$ cat src/hdl/sbca_ram.sv
// Generic RAM: one write port, two read ports, registered read data.
// No dependencies.
module sbca_ram #(
  parameter int WIDTH = 1,
  parameter int DEPTH = 2048
) (
  input  logic                     clk,
  input  logic                     we,
  input  logic [$clog2(DEPTH)-1:0] waddr,
  input  logic [WIDTH-1:0]         wdata,
  input  logic [$clog2(DEPTH)-1:0] raddr0,
  input  logic [$clog2(DEPTH)-1:0] raddr1,
  output logic [WIDTH-1:0]         rdata0,
  output logic [WIDTH-1:0]         rdata1
);
  logic [WIDTH-1:0] mem [DEPTH];

  always_ff @(posedge clk) begin
    if (we) begin
      mem[waddr] <= wdata;
    end
    rdata0 <= mem[raddr0];
    rdata1 <= mem[raddr1];
  end
endmodule

$ cat config.mk
export PLATFORM = sky130hd
export DESIGN_NAME = sbca_ram
export DESIGN_NICKNAME = d
export VERILOG_FILES = /design/src/hdl/sbca_ram.sv
export SDC_FILE = /design/constraint.sdc
export NUM_CORES = 2
export LEC_CHECK = 0
export BUFFER_PORTS_ARGS = -buffer_cell sky130_fd_sc_hd__buf_2
export CAP_MARGIN = 40
export CORE_MARGIN = 4
export CORE_UTILIZATION = 38
export CTS_CLUSTER_SIZE = 40
export DETAILED_ROUTE_END_ITERATION = 10
export PLACE_DENSITY = 0.57
export SETUP_SLACK_MARGIN = 0.3
export SLEW_MARGIN = 20
export SYNTH_ARGS = -nofsm -noshare
export SYNTH_HDL_FRONTEND = slang
export SYNTH_SLANG_ARGS = --single-unit
$ cat constraint.sdc
create_clock -name clk -period 3 [get_ports clk]
set_input_delay 0.3 -clock clk [delete_from_list [all_inputs] [get_ports clk]]
set_output_delay 0.3 -clock clk [all_outputs]
set_load 0.01 [all_outputs]
# After elaboration in Yosys (flattened, before gate mapping)
# Memory sizes are Yosys's and may differ from the RTL's. A register that Yosys moved wholly into a read port is not among the register bits.
# Index checks and enable logic that the tools add are counted.
# totals
ff_bits,0
ram_bits,2048
input_bits,36
out_inout_bits,2
word_cells,3
memories,1
# memory_table
name,depth,width,rd,rd_ports_with_merged_regs,wr,line_no,source
mem,2048,1,2,2,1,16,logic [WIDTH-1:0] mem [DEPTH];
# classes
n_mux,2
# ops
cell,count
1-bit two-way mux,2

# Depth between registers and ports, before layout
# logic_depth
depth_word,2
depth_mapped,15
mapped_depth_nobuf,9

# Worst setup path before layout
# Ideal clock, no wire load.
# synth_timing
kind,input to register
from,in raddr1[1]
to,reg rdata1 (read register of mem)
arrival_ns,2.402
required_time_ns,2.875
setup_slack_ns,0.472
stages,11
path_cell_list,buf_4 -> buf_4 -> buf_4 -> buf_2 -> buf_1 -> mux4_2 -> mux4_2 -> mux2i_1 -> nand2_1 -> nand4_1 -> nand4_1
# synth_lines
item,line_no,source
from (decl),12,"input logic [$clog2(DEPTH)-1:0] raddr1,"
to (decl),14,output logic [WIDTH-1:0] rdata1

==> run_results.csv <==
group,metric,value,unit
timing,max_freq,348,MHz
yosys,syn_area,107000,sq um
detailed_routing,drt_iter0_drc,11197,
yosys,async_flop_share,0,
timing,worst_pin_slew,0.873,ns
power_and_ir_drop,power_frac_clock,0.424,
global_route,grt_max_degree,142,
worst_setup_path,slowest_stage,"nor4_1",
detailed_routing,vias,77902,
clock_network,cts_tree,"yes",
worst_setup_path,crit_buf_inv,3,
placement,place_area,118000,sq um
worst_setup_path,rr_startpoint,"mem[1687]",
worst_setup_path,r2r_end,"rdata0",
worst_setup_path,cp_max_fo,2,
worst_setup_path,critPathMaxStageDelay,0.44,ns
global_route,busiest_layer,"met2",
finish,stdcell_count,12238,
global_route,grt.met3_usage,0.0643,
die,dieWidth,538,um
worst_setup_path,startpoint_type,"flip-flop",
timing,finClkSkew,0.0880,ns
placement,hpwlAfterDp,267,mm
job,drv_cap,0,
die,ios,38,
yosys,synth_edf_count,2048,
finish,num-fill-cells,25100,
detailed_routing,drc,0,
yosys,synth.largest_area_cell,"edfxtp_1",
timing,fin_ws,0.123,ns
yosys,synth_ff_type,"edfxtp_1",
detailed_routing,viasPerCell,6.37,
worst_setup_path,cp-end-kind,"flip-flop",
detailed_routing,wl_per_cell,34.1,um
placement,portBuffers,37,
global_route,grt_pass1_wl,583,mm
global_route,antenna_found_initial,32,
timing,hold_violations,0,
worst_setup_path,crit_arrival,3.71,ns
worst_setup_path,critPathKind,"reg -> reg",
placement,dp_cells,11807,
clock_network,cts_setup_buffers,0,
worst_setup_path,rrSetupSlack,0.12,ns
clock_network,cts.reportedPaths.clkPinSlew,0.06,ns
detailed_routing,drtPass1Iterations,7,
die,core,279000,sq um
clock_network,clockRootBuffer,"clkbuf_16",
clock_network,cts_num_sinks,2050,
worst_setup_path,critical_path.top_delay_family,"simple AND/OR/NAND/NOR gates",
yosys,ys_ff_latch,2050,
global_route,grt_pass1_vias,76989,
run_status,status,"complete, no violations",
finish,final_common_cell,"nor2_1",
global_route,grt.overflow.total,0,
worst_setup_path,reg2reg_depth,12,
finish,final_cell_mix,"2126 x nor2_1, 2048 x edfxtp_1, 886 x buf_4",
finish,fin_nets,8351,
finish,areaGrowthSynthToFinish,17.4,%
yosys,synthTopCellsByArea,"edfxtp_1 58%, mux4_2 15%, nor2_1 7.5%, mux2i_1 5.7%, o221ai_1 2.0%",
die,floorplan.initialDensity,0.382,
die,dieArea,289000,sq um
timing,drv_slew,0,
clock_network,cts_made_buffers,220,
clock_network,clockBufferDepth,3,
timing,relSlewSlack,0.403,
yosys,syn_inst,7796,
worst_hold_path,hold_path.class,"in -> reg",
timing,finalCritPeriodShare,0.959,
power_and_ir_drop,pwr_density_cell,525,nW/um^2
yosys,syn-num-nets,7832,
worst_hold_path,hold_end,"rdata0",
clock_network,clkLatencyLatePin,0.91,ns
global_route,use_met1,0.367,
power_and_ir_drop,leakage,40.1,nW
power_and_ir_drop,pwr-share-comb,0.097,
clock_network,htreeDepth,4,
timing,rsz0062_at_grt,"true",
power_and_ir_drop,pwr-share-seq,0.479,
finish,stdcell_area,125000,sq um
global_route,met2_usage,0.441,
worst_setup_path,crit_chain,"mux2i_1, o221ai_1, nor3_1, buf_4, nor4_1, nand4_1, buf_4, nor2_2, buf_4, nand4_1, nand4b_1, nand4_1",
power_and_ir_drop,p_switching,16.1,mW
yosys,ys_warn_count,0,
worst_hold_path,min_from,"raddr0[8]",
placement,place_congestion,0.949,
power_and_ir_drop,peakVddDrop,685,uV
worst_setup_path,critPathRequiredTime,3.83,ns
yosys,synth_top_area_frac,0.576,
detailed_routing,totalWireLength,417,mm
yosys,syn_avg_cell_area,13.7,sq um
die,die_h,538,um
finish,drive_gt1_frac,0.262,
timing,setup_viol_count_final,0,
global_route,grt_use_total,0.283,
yosys,ys_seq_area_frac,0.576,
detailed_routing,ant_nets,0,
timing,fin_crit,2.88,ns
die,placementRows,194,
worst_hold_path,hold_path_depth,5,
power_and_ir_drop,p_int,49.7,mW
placement,pre_cts_slack,-0.924,ns
yosys,ys_types,71,
power_and_ir_drop,swShare,0.245,
power groups by stage:
| stage | Sequential (mW) | Clock (mW) | Combinational [mW] |
|---|---|---|---|
| 2_1_floorplan | 32.1 | 0 | 3.17 |
| 3_3_place_gp | 32.1 | 0 | 6.12 |
| 3_5_place_dp | 32.1 | 0 | 6.16 |
| 4_1_cts | 31.5 | 28.2 | 6.21 |
| 5_1_grt | 31.5 | 29.4 | 6.51 |
| 6_report | 31.5 | 27.9 | 6.35 |
worst min-delay path, cell delays in order:
cell	delay, ns
buf_2	0.20
buf_4	0.18
o211ai_1	0.10
nand4b_1	0.11
nand4_1	0.11
worst max-delay path by stage:
| stage | startpoint | to | slack [ns] | cells after the start |
|---|---|---|---|---|
| 6_report | mem[1687] | rdata0 | 0.12 | 12 |
| 2_1_floorplan | raddr1[1] | rdata1 | 0.47 | 11 |
| 5_1_grt | mem[1197] | rdata0 | 0.1 | 11 |
| 3_5_place_dp | raddr0[1] | rdata0 | -0.92 | 12 |
| 3_3_place_gp | raddr0[1] | rdata0 | -0.93 | 12 |
| 4_1_cts | mem[391] | rdata0 | 0.08 | 12 |
repair_timing:
item | in CTS | in global routing
setup endpoints to repair | 2 | 2
hold buffers | 10 | 0
pin swaps | 7 | 6
hold endpoints to repair | 41 | 0
gates resized for setup | 29 | 17
metal layers:
metal | vias to the layer above | wire length, um
met3 | 1127 | 48400
met1 | 40356 | 151000
met2 | 5256 | 191000
li1 | 31153 | -
met5 | - | 69
met4 | 10 | 27100
area by class of cell:
| type | count | area, sq um | share of cell area |
|---|---|---|---|
| Tap cell | 3724 | 4660 | 0.0372 |
| Sequential cell | 2050 | 61500 | 0.491 |
| Timing Repair Buffer | 1105 | 10400 | 0.0831 |
| Multi-Input combinational cell | 4930 | 41300 | 0.330 |
| Inverter | 8 | 47.5 | 0.000379 |
| Clock inverter | 133 | 1570 | 0.0126 |
| Clock buffer | 273 | 5700 | 0.0455 |
| Antenna cell | 15 | 37.5 | 0.000300 |
per-stage QoR:
step | TNS (ns) | hold WS (ns) | total power [mW] | util
after floorplan | 0 | 0.399 | 35.3 | -
after global placement | -1.68 | 0.721 | 38.3 | 0.421
after detailed placement | -1.59 | 0.735 | 38.3 | 0.421
after CTS | 0 | 0.107 | 65.9 | 0.448
after global routing | 0 | 0.175 | 67.4 | 0.448
final | 0 | 0.178 | 65.8 | 0.448
registers in the layout (all words and copies together) (netlist names):
signal  count
mem      2048
rdata0      1
rdata1      1
synthesized netlist by cell type (22+ instances only):
cell and number:
clkbuf_1 490, o21ai_0 92, buf_1 82, buf_8 22, nand3_1 85, a21oi_1 143
buf_2 71, nand2_1 243, a22oi_1 39, nor2_1 2129, buf_4 44, a211oi_1 23
nand4_1 33, edfxtp_1 2048, buf_6 72, nor4_1 52, nor3_1 123, mux4_1 62
buf_12 23, mux4_2 727, o22ai_1 127, o221ai_1 241, mux2i_1 603, a2111oi_0 26
cell families (layout without fill, tap and decap cells):
group                  Yosys count  after routing  synth area share
AND/OR/NAND/NOR               2760           2760             0.104
flip-flops                    2050           2050             0.576
AO/OA/AOI/OAI                  768            768            0.0508
multiplexers                  1402           1402             0.226
other                            0             15                 0
buffers and inverters          816           1519            0.0421
Note: power is estimated with default switching activity, not from simulation.
