File: src/hdl/sbca_pkg.sv
// Package for the segregated bitmap chunk allocator.
// Holds pool sizes, widths, status and state codes and the pool configuration struct.
// No dependencies.
package sbca_pkg;

  localparam int SMALL_CHUNKS  = 1024;
  localparam int MEDIUM_CHUNKS = 512;
  localparam int LARGE_CHUNKS  = 512;

  // All three bitmaps share one memory, laid out small, medium, large.
  localparam int MAP_DEPTH  = SMALL_CHUNKS + MEDIUM_CHUNKS + LARGE_CHUNKS;
  localparam int MAP_AW     = $clog2(MAP_DEPTH);
  localparam int SMALL_OFF  = 0;
  localparam int MEDIUM_OFF = SMALL_CHUNKS;
  localparam int LARGE_OFF  = SMALL_CHUNKS + MEDIUM_CHUNKS;

  localparam int LIM_W  = 11;
  localparam int NEED_W = 11;
  localparam int IDX_W  = 16;
  localparam int MASK_W = 16;
  localparam int ADR_W  = 34;
  localparam int SIZE_W = 17;

  typedef enum logic [1:0] {
    ST_OK      = 2'd0,
    ST_NOSPACE = 2'd1,
    ST_INVALID = 2'd2
  } status_t;

  typedef enum logic [2:0] {
    CFG_SMALL_BASE   = 3'd0,
    CFG_MEDIUM_BASE  = 3'd1,
    CFG_LARGE_BASE   = 3'd2,
    CFG_SMALL_COUNT  = 3'd3,
    CFG_MEDIUM_COUNT = 3'd4,
    CFG_LARGE_COUNT  = 3'd5
  } cfg_idx_t;

  typedef enum logic [3:0] {
    S_CLEAR,
    S_IDLE,
    S_FREE_CHK,
    S_ALIGN,
    S_ALIGN_IDX,
    S_FS_ISSUE,
    S_FS_WAIT,
    S_RUN_ISSUE,
    S_RUN_WAIT,
    S_MARK,
    S_RESP
  } state_t;

  typedef struct packed {
    logic [31:0]      small_base;
    logic [31:0]      medium_base;
    logic [31:0]      large_base;
    logic [LIM_W-1:0] small_lim;
    logic [LIM_W-1:0] medium_lim;
    logic [LIM_W-1:0] large_lim;
  } pool_cfg_t;

endpackage

File: src/hdl/sbca_cfg.sv
// Pool configuration registers and the usable chunk limit of each pool.
// Depends on sbca_pkg.
module sbca_cfg (
  input  logic                clk,
  input  logic                rst,
  input  logic                cfg_we,
  input  logic [2:0]          cfg_index,
  input  logic [31:0]         cfg_data,
  output sbca_pkg::pool_cfg_t pool_cfg
);
  import sbca_pkg::*;

  logic [31:0] small_base, medium_base, large_base;
  logic [10:0] small_count;
  logic [9:0]  medium_count, large_count;

  always_ff @(posedge clk) begin
    if (rst) begin
      small_base   <= '0;
      medium_base  <= '0;
      large_base   <= '0;
      small_count  <= '0;
      medium_count <= '0;
      large_count  <= '0;
    end else if (cfg_we) begin
      unique case (cfg_idx_t'(cfg_index))
        CFG_SMALL_BASE:   small_base   <= cfg_data;
        CFG_MEDIUM_BASE:  medium_base  <= cfg_data;
        CFG_LARGE_BASE:   large_base   <= cfg_data;
        CFG_SMALL_COUNT:  small_count  <= cfg_data[10:0];
        CFG_MEDIUM_COUNT: medium_count <= cfg_data[9:0];
        CFG_LARGE_COUNT:  large_count  <= cfg_data[9:0];
        default: ;
      endcase
    end
  end

  // A pool never uses more chunks than its bitmap holds.
  always_comb begin
    pool_cfg.small_base  = small_base;
    pool_cfg.medium_base = medium_base;
    pool_cfg.large_base  = large_base;
    pool_cfg.small_lim   = (32'(small_count) < 32'(SMALL_CHUNKS)) ?
                           LIM_W'(small_count) : LIM_W'(SMALL_CHUNKS);
    pool_cfg.medium_lim  = (32'(medium_count) < 32'(MEDIUM_CHUNKS)) ?
                           LIM_W'(medium_count) : LIM_W'(MEDIUM_CHUNKS);
    pool_cfg.large_lim   = (32'(large_count) < 32'(LARGE_CHUNKS)) ?
                           LIM_W'(large_count) : LIM_W'(LARGE_CHUNKS);
  end
endmodule

File: config.mk
export PLATFORM = sky130hd
export DESIGN_NAME = sbca_cfg
export DESIGN_NICKNAME = d
export VERILOG_FILES = /design/src/hdl/sbca_pkg.sv /design/src/hdl/sbca_cfg.sv
export SDC_FILE = /design/constraint.sdc
export NUM_CORES = 1
export LEC_CHECK = 0
export ABC_AREA = 1
export BUFFER_PORTS_ARGS = -buffer_cell sky130_fd_sc_hd__buf_2
export CORE_ASPECT_RATIO = 0.7
export CORE_UTILIZATION = 35
export DETAILED_ROUTE_END_ITERATION = 8
export GPL_TIMING_DRIVEN = 0
export SLEW_MARGIN = 20
export SYNTH_ARGS = -nofsm -noshare
export SYNTH_HDL_FRONTEND = slang
export SYNTH_SLANG_ARGS = --single-unit
File: constraint.sdc
create_clock -name clk -period 1.3 [get_ports clk]
set_input_delay 0.065 -clock clk [delete_from_list [all_inputs] [get_ports clk]]
set_output_delay 0.065 -clock clk [all_outputs]
set_load 0.01 [all_outputs]
# ---- Word-level counts from Yosys, hierarchy flattened
# Index checks and enable logic that the tools add are counted.
dict set report op_classes {
  reduce_logical 7
  eq_ne 5
  order_cmp 3
  n_mux 3
}
# operator count
set ops {}
lappend ops {{$lt 10x10->1 const B} 2}
lappend ops {{$mux 10} 2}
lappend ops {{$reduce_and 2->1} 6}
lappend ops {{$lt 11x11->1 const B} 1}
lappend ops {{$mux 11} 1}
lappend ops {{$eq 3x2->1 const B} 2}
lappend ops {{$eq 3x3->1 const B} 2}
lappend ops {{$eq 3x1->1 const B} 1}
lappend ops {{$logic_not 3->1} 1}
dict set report totals {
  word_cells 24
  ff_bits 127
  output_inout_bits 129
  inputBits 38
}

# ---- Logic depth before layout (Yosys ltp)
dict set report depth {
  depth_word 2
  depth_mapped 7
  mapped_depth_nobuf 5
}

# ---- Least setup slack after synthesis
# OpenSTA, ideal clock, no wires.
dict set report synth_path {
  path_kind {input port to flip-flop}
  from {in cfg_we}
  to {reg large_base[1]}
  t_required_ns 1.187
  slack_ns 0.466
  setup_ns 0.113
  arrival_time_ns 0.721
  path_stages 7
  n_path_buf 2
  path_cell_list {inv_2 > nor2_2 > buf_4 > buf_4 > nand3_1 > nand2_1 > nor2_1}
}
dict set report synth_via {
  elab_chain_len 1
}
# item line_no
set synth_rtl {}
lappend synth_rtl {{start: declaration} sbca_cfg.sv:6} ;# input logic cfg_we,
lappend synth_rtl {{$reduce_and 2->1 (no line)} --}
lappend synth_rtl {{end signal: assignment} sbca_cfg.sv:29} ;# CFG_LARGE_BASE: large_base <= cfg_data;
lappend synth_rtl {{end: declaration} sbca_cfg.sv:13} ;# logic [31:0] small_base, medium_base, large_base;
# Every way passes these cells.
# A chain may end at the register's enable or synchronous reset.

==> results.toml <==
[status]
outcome = "finished clean"

[run]
drv_cap = 0

[placed_design]
post-dp-hpwl_um = 11800
placed_area_um2 = 6400
dp.cells = 1163
routabilityCongestion = 0.777
pre_cts_slack_ns = -0.0876
port_buffers = 164

[logic_synthesis]
ys_ff_latch = 127
yosys.area_share.simple_pct = 42.2
synth_cell_type_count = 12
synth_top_family_by_area = "simple AND/OR/NAND/NOR gates"
syn-cell-area_um2 = 5330
ys_warn_count = 0
synth_area_leaders = "dfxtp_1 48%, nor2_1 20%, nand3_1 12%"
synth_compound_area_share_pct = 0
syn_inst = 803
synth_xor_area_share_pct = 0
yosysTopAreaCell = "dfxtp_1"
synth.area.mux_share_pct = 0
ys_seq_area_share_pct = 47.7
synth_top_area_share_pct = 47.7
synth_adder_area_share_pct = 0
syn_area_per_cell_um2 = 6.63

[cells_and_area]
area_delta_synth_final_pct = 31.7
layout.cells.most_common = "nor2_1"
drive_gt1_share_pct = 24.6
layout_common_cells = "285 x nor2_1, 194 x buf_2, 133 x nand2_1"
fill_cells = 1626
nNetsFinal = 1023
finalInstanceArea_um2 = 7020
finalNonFillerCells = 1192
diodes = 0

[clock_tree]
clk_pin_slew_worst_paths_ns = 0.06
clock_latency_ns = 0.41
cts_tree = "done"
hold_buffers = 0
cts_sinks = 127
htreeDepth = 4
cts_root_buf = "clkbuf_16"
clk_path_buf_depth = 2
cts_made_buffers = 17

[grt]
grt_pass1_vias = 4742
grt_util_all_layers_pct = 20.8
grt_pass1_wl_um = 25100
grt_max_degree = 17
grt-ovfl-total = 0
antenna_found_initial = 0

[detailed_routing]
routedWlPerCell_um = 13.6
wirelength_um = 16300
first_iter_violations = 305
ant_nets = 0
via_per_inst = 4.54
vias = 5407
drc_errors = 0
firstDrtPassIters = 5

[setup_path]
crit_path_max_fanout = 10
end_kind = "output port"
crit_arrival_ns = 1.14
cp-start-kind = "register"
critPathRequiredTime_ns = 1.24
critPathKind = "reg2out"

[sta]
holdWs_ns = 0.0113
rsz0062_at_grt = "no"
post-route-period-util_pct = 92.9
setup_ws_ns = 0.0928
hold_viol_final = 0
finalSetupViolCount = 0
fin_skew_ns = 0
finalCriticalPeriod_ns = 1.21
timing.fmax_mhz = 828
max_slew.worst_pin.slew_ns = 0.624
final-max-slew-violation-count = 0
relSlewSlack_pct = 58.2

[floorplan]
die_x_um = 149
coreArea_um2 = 14800
io-pin-count = 167
rows = 37
initial_core_util_pct = 36.1
die_area_um2 = 15700
die_h_um = 105

[worst_hold_path]
hold_class = "in2reg"

[pwr]
power_mw = 10.2
ir_worst_vdd_v = 0.000734
power.density_nw_per_um2 = 1450
p_leak_nw = 3.61
cell type report:
class | count | area [µm²] | share of cell area, %
multi-input cells | 554 | 2260 | 32.2
plain buffers | 54 | 278 | 3.96
flip-flops and latches | 127 | 2540 | 36.3
clock inverters | 10 | 161 | 2.30
clock buffers | 21 | 460 | 6.56
well taps | 195 | 244 | 3.48
repair buffers | 164 | 821 | 11.7
inverters | 67 | 251 | 3.58
what timing repair did:
item                       4_1_cts  5_1_grt
setup endpoints to repair       28       28
pin swaps                        0        0
gates resized for setup          2        5
buffers inserted                 0        0
registers in the layout (all words and copies together), names as in the netlist:
name / flops
medium_base: 32
small_base: 32
large_count: 10
small_count: 11
medium_count: 10
large_base: 32
Yosys cell counts:
| library cell | n |
|---|---|
| nor2_1 | 285 |
| nand2_1 | 133 |
| dfxtp_1 | 127 |
| nand3_1 | 127 |
| inv_1 | 64 |
| buf_2 | 30 |
| buf_1 | 10 |
| buf_4 | 9 |
| clkbuf_1 | 7 |
| nor2_2 | 7 |
| inv_2 | 3 |
| conb_1 | 1 |
critical path: stages (launching register included):
cell     delay [ns]
dfxtp_1        0.33
buf_4          0.17
nor2_1         0.10
buf_2          0.13
report_power, final:
part           switching (mW)  internal [mW]  total [mW]
combinational           0.651          0.351        1.00
sequential             0.0786           4.03        4.11
clock                    1.77           3.30        5.07
total                    2.50           7.68        10.2
through the flow:
| stage | util, % | TNS [ns] |
|---|---|---|
| floorplan | - | 0 |
| CTS | 47.5 | 0 |
| finish | 47.5 | 0 |
| global route | 47.5 | 0 |
| global placement | 43.3 | -2.68 |
| detailed placement | 43.3 | -3.31 |
kinds of logic after synthesis:
group                  after synthesis
buffers and inverters              123
DFF                                127
other                                1
and+or+nand+nor                    552
worst paths after layout:
path              slack (ns)               to  cells after the start       startpoint
hold / removal          0.01   large_base[26]                      5     cfg_data[26]
setup / recovery        0.09     pool_cfg[22]                      3  small_count[10]
setup reg to reg        0.60  medium_count[9]                      2  medium_count[9]
hold reg to reg         0.48   large_base[21]                      2   large_base[21]
per-layer routing:
metal	global-route usage (%)	up-vias	routed length, µm
met5	0	-	0
met4	4.74	0	140
met3	5.19	15	1140
met2	29.8	175	6620
met1	30.9	2413	8350
li1	-	2804	-
Note: power is estimated with default switching activity, not from simulation.
